## src/hw/rtl/a32up_pkg.sv

```systemverilog
`timescale 1ns / 1ps
// ----------------------------------------------------------------------------
// a32up_pkg
// Shared types and constants for the ARGB32 unpremultiply pipeline.
// ----------------------------------------------------------------------------
package a32up_pkg;

  localparam int unsigned NUM_CHAN       = 3;   // red, green, blue
  localparam int unsigned BITS_PER_STAGE = 2;   // quotient bits per divider stage
  localparam int unsigned QUO_W          = 8;
  localparam int unsigned NUM_W          = 16;  // c*255 + a/2 fits in 16 bits
  localparam int unsigned DIV_STAGES     = QUO_W / BITS_PER_STAGE;
  localparam int unsigned PIPE_DEPTH     = DIV_STAGES + 1;  // prep stage + divider

  localparam logic [7:0] BYTE_MAX = 8'hFF;

  // Channel order inside the stage record
  localparam int unsigned CH_RED   = 0;
  localparam int unsigned CH_GREEN = 1;
  localparam int unsigned CH_BLUE  = 2;

  typedef struct packed {
    logic [NUM_CHAN-1:0][NUM_W-1:0] rem;       // running remainder
    logic [NUM_CHAN-1:0][QUO_W-1:0] quo;       // quotient bits built so far
    logic [NUM_CHAN-1:0]            skip;      // result already final
    logic [7:0]                     alpha;     // divisor
    logic [7:0]                     alpha_out;
    logic                           last;
  } stage_t;

endpackage

```

## src/hw/rtl/argb32_unpremultiply_to_rgba.sv

```systemverilog
`timescale 1ns / 1ps
// ----------------------------------------------------------------------------
// argb32_unpremultiply_to_rgba
// Premultiplied ARGB32 pixel stream to straight R, G, B, A bytes.
// ----------------------------------------------------------------------------
// Usage
//   s_axis: one premultiplied pixel per request, tdata = A[31:24] R G B[7:0],
//           tlast marks the final pixel of the image.
//   m_axis: one result per pixel, tdata = red[7:0], green[15:8], blue[23:16],
//           alpha[31:24]; tlast copies the input mark.
//   cfg:    cfg_we_i writes cfg_wdata_i into keep_alpha (reset value 1).
//           keep_alpha = 1: each colour c -> round(c*255/alpha), saturated to
//           255 when c > alpha, zero for zero alpha; alpha passes through.
//           keep_alpha = 0: colours copied, alpha output zero.
//           Write it only while the pipe is empty; each pixel samples it on entry.
// Timing
//   Five register stages: one prep stage (numerator, saturation and bypass
//   decisions) and four divider stages, each resolving two quotient bits of
//   all three channels by restoring long division. Throughput is one pixel
//   per cycle while the receiver is not stalling.
// Reset and stall
//   Reset empties the pipe and sets keep_alpha. Each stage holds its contents
//   while the one after it is full and stalled, so a stalled receiver backs the
//   pipe up stage by stage; bubbles close up, and s_axis_tready_o drops only
//   when all five stages hold a pixel.
// ----------------------------------------------------------------------------
module argb32_unpremultiply_to_rgba
  import a32up_pkg::*;
(
  input  logic        clk_i,
  input  logic        rst_ni,
  // configuration
  input  logic        cfg_we_i,
  input  logic        cfg_wdata_i,      // keep_alpha
  // input stream
  input  logic        s_axis_tvalid_i,
  output logic        s_axis_tready_o,
  input  logic [31:0] s_axis_tdata_i,   // pixel_word
  input  logic        s_axis_tlast_i,   // last_pixel
  // output stream
  output logic        m_axis_tvalid_o,
  input  logic        m_axis_tready_i,
  output logic [31:0] m_axis_tdata_o,   // red_out, green_out, blue_out, alpha_out
  output logic        m_axis_tlast_o    // last_out
);

  // --------------------------------------------------------------------------
  // Configuration register
  // --------------------------------------------------------------------------
  logic keep_alpha_q;

  always_ff @(posedge clk_i or negedge rst_ni) begin
    if (!rst_ni) begin
      keep_alpha_q <= 1'b1;
    end else if (cfg_we_i) begin
      keep_alpha_q <= cfg_wdata_i;
    end
  end

  // --------------------------------------------------------------------------
  // Pipeline control: a stage may load when it is empty or its successor loads
  // --------------------------------------------------------------------------
  logic   [PIPE_DEPTH-1:0] vld_q;
  logic   [PIPE_DEPTH:0]   rdy;
  stage_t                  stg_q [PIPE_DEPTH];
  stage_t                  stg_d [PIPE_DEPTH];

  assign rdy[PIPE_DEPTH] = m_axis_tready_i;

  for (genvar gs = 0; gs < PIPE_DEPTH; gs++) begin : g_ctrl
    assign rdy[gs] = !vld_q[gs] || rdy[gs+1];
  end

  assign s_axis_tready_o = rdy[0];

  // --------------------------------------------------------------------------
  // Prep stage: unpack, build rounded numerator c*255 + a/2, decide bypass
  // --------------------------------------------------------------------------
  logic [7:0] in_alpha;
  logic [NUM_CHAN-1:0][7:0] in_col;

  assign in_alpha        = s_axis_tdata_i[31:24];
  assign in_col[CH_RED]   = s_axis_tdata_i[23:16];
  assign in_col[CH_GREEN] = s_axis_tdata_i[15:8];
  assign in_col[CH_BLUE]  = s_axis_tdata_i[7:0];

  always_comb begin
    stg_d[0] = '0;
    stg_d[0].alpha     = in_alpha;
    stg_d[0].alpha_out = keep_alpha_q ? in_alpha : 8'h00;
    stg_d[0].last      = s_axis_tlast_i;
    for (int c = 0; c < NUM_CHAN; c++) begin
      stg_d[0].rem[c] = {in_col[c], 8'h00} - {8'h00, in_col[c]}
                        + {9'h000, in_alpha[7:1]};
      if (!keep_alpha_q) begin
        stg_d[0].skip[c] = 1'b1;          // copy mode
        stg_d[0].quo[c]  = in_col[c];
      end else if (in_alpha == 8'h00) begin
        stg_d[0].skip[c] = 1'b1;          // transparent pixel gives black
        stg_d[0].quo[c]  = 8'h00;
      end else if (in_col[c] > in_alpha) begin
        stg_d[0].skip[c] = 1'b1;          // malformed: quotient would pass 255
        stg_d[0].quo[c]  = BYTE_MAX;
      end else begin
        // c <= a keeps the numerator below 256*a, so 8 quotient bits suffice
        stg_d[0].skip[c] = 1'b0;
        stg_d[0].quo[c]  = 8'h00;
      end
    end
  end

  // --------------------------------------------------------------------------
  // Divider stages: two restoring steps per stage, MSB first
  // --------------------------------------------------------------------------
  for (genvar gs = 1; gs < PIPE_DEPTH; gs++) begin : g_div
    localparam int unsigned TOP_BIT = QUO_W - 1 - (gs - 1) * BITS_PER_STAGE;

    always_comb begin
      logic [NUM_W-1:0] dvs;
      int unsigned      bit_pos;
      stg_d[gs] = stg_q[gs-1];
      for (int c = 0; c < NUM_CHAN; c++) begin
        for (int k = 0; k < BITS_PER_STAGE; k++) begin
          bit_pos = TOP_BIT - k;
          dvs     = {8'h00, stg_q[gs-1].alpha} << bit_pos;
          if (!stg_q[gs-1].skip[c] && (stg_d[gs].rem[c] >= dvs)) begin
            stg_d[gs].rem[c]          = stg_d[gs].rem[c] - dvs;
            stg_d[gs].quo[c][bit_pos] = 1'b1;
          end
        end
      end
    end
  end

  // --------------------------------------------------------------------------
  // Stage registers
  // --------------------------------------------------------------------------
  for (genvar gs = 0; gs < PIPE_DEPTH; gs++) begin : g_reg
    logic prev_vld;

    if (gs == 0) begin : g_first
      assign prev_vld = s_axis_tvalid_i;
    end else begin : g_rest
      assign prev_vld = vld_q[gs-1];
    end

    always_ff @(posedge clk_i or negedge rst_ni) begin
      if (!rst_ni) begin
        vld_q[gs] <= 1'b0;
      end else if (rdy[gs]) begin
        vld_q[gs] <= prev_vld;
      end
    end

    always_ff @(posedge clk_i) begin
      if (rdy[gs] && prev_vld) begin
        stg_q[gs] <= stg_d[gs];
      end
    end
  end

  // --------------------------------------------------------------------------
  // Output
  // --------------------------------------------------------------------------
  assign m_axis_tvalid_o = vld_q[PIPE_DEPTH-1];
  assign m_axis_tdata_o  = {stg_q[PIPE_DEPTH-1].alpha_out,
                            stg_q[PIPE_DEPTH-1].quo[CH_BLUE],
                            stg_q[PIPE_DEPTH-1].quo[CH_GREEN],
                            stg_q[PIPE_DEPTH-1].quo[CH_RED]};
  assign m_axis_tlast_o  = stg_q[PIPE_DEPTH-1].last;

  // --------------------------------------------------------------------------
  // Assertions
  // --------------------------------------------------------------------------
`ifndef NO_ASSERTIONS
  // Input is refused only when every stage is occupied
  a_full_when_stalled : assert property (@(posedge clk_i) disable iff (!rst_ni)
    !s_axis_tready_o |-> (&vld_q))
    else $error("input stalled with an empty pipeline stage");

  // The full prep stage keeps its pixel while its successor is stalled
  a_first_holds : assert property (@(posedge clk_i) disable iff (!rst_ni)
    (vld_q[0] && !rdy[1]) |=> (vld_q[0] && $stable(stg_q[0])))
    else $error("prep stage lost or changed a held pixel");

  // Finished division leaves a remainder below the divisor
  a_rem_below_div : assert property (@(posedge clk_i) disable iff (!rst_ni)
    m_axis_tvalid_o |->
      ((stg_q[PIPE_DEPTH-1].skip[CH_RED] ||
        stg_q[PIPE_DEPTH-1].rem[CH_RED] < {8'h00, stg_q[PIPE_DEPTH-1].alpha}) &&
       (stg_q[PIPE_DEPTH-1].skip[CH_GREEN] ||
        stg_q[PIPE_DEPTH-1].rem[CH_GREEN] < {8'h00, stg_q[PIPE_DEPTH-1].alpha}) &&
       (stg_q[PIPE_DEPTH-1].skip[CH_BLUE] ||
        stg_q[PIPE_DEPTH-1].rem[CH_BLUE] < {8'h00, stg_q[PIPE_DEPTH-1].alpha})))
    else $error("divider remainder not reduced below alpha");
`endif

endmodule

```

## config.mk

```make
export PLATFORM = sky130hd
export DESIGN_NAME = argb32_unpremultiply_to_rgba
export DESIGN_NICKNAME = d
export VERILOG_FILES = /design/src/hw/rtl/a32up_pkg.sv /design/src/hw/rtl/argb32_unpremultiply_to_rgba.sv
export SDC_FILE = /design/constraint.sdc
export NUM_CORES = 1
export LEC_CHECK = 0
export BUFFER_PORTS_ARGS = -buffer_cell sky130_fd_sc_hd__buf_2
export CAP_MARGIN = 20
export CELL_PAD_IN_SITES_DETAIL_PLACEMENT = 2
export CELL_PAD_IN_SITES_GLOBAL_PLACEMENT = 2
export CORE_MARGIN = 5
export CORE_UTILIZATION = 39
export DETAILED_ROUTE_END_ITERATION = 7
export PLACE_DENSITY = 0.88
export SYNTH_ARGS = -nofsm -noshare
export SYNTH_HDL_FRONTEND = slang
export SYNTH_SLANG_ARGS = --single-unit
export TNS_END_PERCENT = 30
```

## constraint.sdc

```tcl
create_clock -name clk_i -period 5.4 [get_ports clk_i]
set_clock_uncertainty 0.2 [all_clocks]
set_input_delay 1.62 -clock clk_i [delete_from_list [all_inputs] [get_ports clk_i]]
set_output_delay 1.62 -clock clk_i [all_outputs]
set_load 0.005 [all_outputs]
```

==> impl_results.md <==
* Synth area leaders: edfxtp_1 (45%), ha_1 (11%), mux2_2 (3.5%)
* Power per cell area at 481 mW/mm²
* Wire length per cell at 26.3 µm
* Die height at 271 µm
* FF-to-FF Start: stg_q[0][12]$_DFFE_PP_
* Syn nets at 2692
* CTS tree: yes
* Post-route ant nets at 0
* I/O pin total at 74
* Worst vdd ir at 294 µV
* DR vias at 20300
* Synth Register Bits at 407
* H-Tree Depth at 2
* PortBufs at 73
* Standby leakage power at 11.8 nW
* Antenna cells at 0
* Initial antenna violation count at 2
* Worst-Skew Late Latency at 0.62 ns
* Critical-path maximum fanout at 9
* RSZ-0062 raised after global routing: yes
* Area Growth Syn to Fin at 14.5%
* Share of layout cells above drive strength 1 at 0.167
* DRC at 0
* Vias in the first global route at 23100
* Syn Inst Count at 2392
* Pin count of the biggest net entering global routing at 93
* Top FF cell, synth: edfxtp_1
* Global-route wire length before repair at 139000 µm
* Area of the mapped netlist at 0.0265 mm²
* Via density at 5.86
* Final net count at 2857
* Area of the multi-input gates at 0.0138 mm²
* Slew Limit Headroom at 0.288
* Total CTS buffers at 48
* Synth Area per Inst at 11.1 µm²
* Tcrit/Tclk final at 0.986
* DP HPWL at 67600 µm
* Final estimated routing congestion in global placement at 0.875
* Worst-Margin Slew at 1.06 ns
* CP Capture Type: register
* # rows at 95
* CTS root buf: clkbuf_16
* Core ar. at 0.0673 mm²
* Filler instances at 6793
* Final WL at 91300 µm
* Final Util at 0.450
* Post-synth top area cell: edfxtp_1
* Die area at 0.0732 mm²
* Ys async rst share at 0.0147
* 1st-pass router iterations at 5
* Placed Cells at 3355
* Setup CP Type: register to register
* Peak Freq at 0.188 GHz
* Final Non-Filler Cells at 3467
* Synth cell types at 95
* CP Data Required Time at 5.57 ns
* Grt ovf at 0
* CTS sink count at 407
* Die width at 271 µm
* Fin. Hold Viols at 0
* CTS max path bufs at 3
* Outcome: finished clean
* Worst Setup SP: stg_q[0][12]$_DFFE_PP_
* Worst-path clk slew at 0.06 ns
* CP arrival at 5.50 ns
* Worst Setup Start Kind: register
* Hold Path Class: register to register
* Starting DRT DRC Count at 1363
* Fin crit period at 5.33 ns
* Initial core utilization at 0.393
* HP Start: stg_q[0][39]$_DFFE_PP_
* Post-synth top area share at 0.455
* Sequential Area at 0.0122 mm²
* Sequential-to-total area share from yosys stat at 0.461
* Overall routing resource usage at 0.238
* Most frequent cells in the layout: edfxtp_1 (401), ha_1 (229), nor2_1 (164)
* Commonest non-fill, non-tap cell in the layout: edfxtp_1
* Count of flip-flops with a built-in enable after synthesis at 401
* Max Slew Vio Count at 0
* Final setup violation count at 0
* # Max-Cap Violations at 0
* Warnings from Yosys at 0
-- worst max-delay path, cell delays in order (launching register included) --
cell and delay [ns]:
edfxtp_1 0.45, clkinvlp_4 0.18, buf_12 0.16, ha_1 0.36, a21oi_1 0.26, o22ai_4 0.14, o31ai_2 0.26, a21oi_2 0.11
buf_4 0.17, mux2i_1 0.23, fa_1 0.51, a21o_1 0.18, a21oi_1 0.26, nand2b_1 0.18, a21oi_1 0.10, or3_1 0.47
nor3b_4 0.34, a21oi_4 0.18, mux2_2 0.33
-- kinds of logic (layout without fill, tap and decap cells) --
logic type / after synthesis / in the layout / synth area share
compound gates: 564 / 564 / 0.138
buf+inv: 197 / 399 / 0.0287
mux: 127 / 127 / 0.0550
simple gates: 673 / 673 / 0.134
flops: 407 / 407 / 0.461
fa+ha+maj: 261 / 261 / 0.130
xor+xnor: 163 / 163 / 0.0539
-- path summary, 6_finish.rpt --
| kind | end | slack (ns) | cells after the start |
|---|---|---|---|
| worst min-delay path | stg_q[1][39]$_DFFE_PP_ | 0.21 | 0 |
| min in group asynchronous | m_axis_tvalid_o$_DFFE_PN0P_ | 0.62 | 1 |
| worst max register to register | stg_q[1][84]$_DFFE_PP_ | 0.07 | 18 |
| worst min register to register | stg_q[1][39]$_DFFE_PP_ | 0.21 | 0 |
| max in group asynchronous | keep_alpha_q$_DFFE_PN1P_ | 4.16 | 1 |
| worst max-delay path | stg_q[1][84]$_DFFE_PP_ | 0.07 | 18 |
-- layer usage --
metal	GRT usage	part of all wire	vias up	wire length, µm
met5	0	0	-	0
met4	0.0921	0.039	0	3590
met3	0.0275	0.028	188	2590
met2	0.442	0.52	455	47900
met1	0.282	0.41	10400	37200
li1	-	-	9263	-
-- state kept, by name, indices dropped and copies added (netlist names) --
name / count
stg_q: 401
g.prev_vld: 4
keep_alpha_q: 1
m_axis_tvalid_o: 1
-- synth_stat cells (all sizes together), types with 15 or more instances --
cell / number
fa: 24
nor3: 50
or4: 15
xor2: 58
ha: 237
a21oi: 143
o21ai: 157
mux2i: 25
a31oi: 15
o21a: 33
and2: 25
a21boi: 20
nand4: 38
or2: 26
a211oi: 33
edfxtp: 401
nand2b: 49
nor2: 168
a21o: 65
nand2: 137
nor2b: 48
nand3: 30
xnor2: 105
inv: 164
clkbuf: 25
nor4: 22
mux2: 102
-- repair_timing --
| item | in CTS | in global routing |
|---|---|---|
| setup endpoints to repair | 47 | 94 |
| hold buffers | 0 | 0 |
| pin swaps | 0 | 7 |
| gates resized for setup | 22 | 64 |
| buffers inserted | 6 | 19 |
-- layout make-up --
cell class | instances | area share
flip-flops and latches | 407 | 0.402
clock inverters | 29 | 0.0100
inverters | 164 | 0.0213
repair buffers | 148 | 0.0327
clock buffers | 58 | 0.0409
multi-input cells | 1788 | 0.457
well taps | 873 | 0.0361
-- stage by stage --
stage          power, mW  setup TNS, ns  hold WS, ns  cell area (µm²)  setup slack (ns)
3_5_place_dp        11.0          -5.41        0.206            28200            -0.409
6_report            14.6              0        0.214            30300            0.0738
5_1_grt             15.4          -2.82        0.220            30300            -0.194
2_1_floorplan       9.09              0        0.200            26500             0.169
3_3_place_gp        10.3              0        0.203            28200             0.194
4_1_cts             14.4         -0.810        0.218            29900           -0.0903
-- power by group --
part | leakage [nW] | total (mW) | switching (mW) | internal (mW)
combinational | 7.11 | 6.47 | 3.80 | 2.67
sequential | 3.95 | 4.88 | 0.527 | 4.36
clock | 0.741 | 3.22 | 1.41 | 1.80
total | 11.8 | 14.6 | 5.74 | 8.83
No activity file was read; power rests on OpenSTA's default activity.
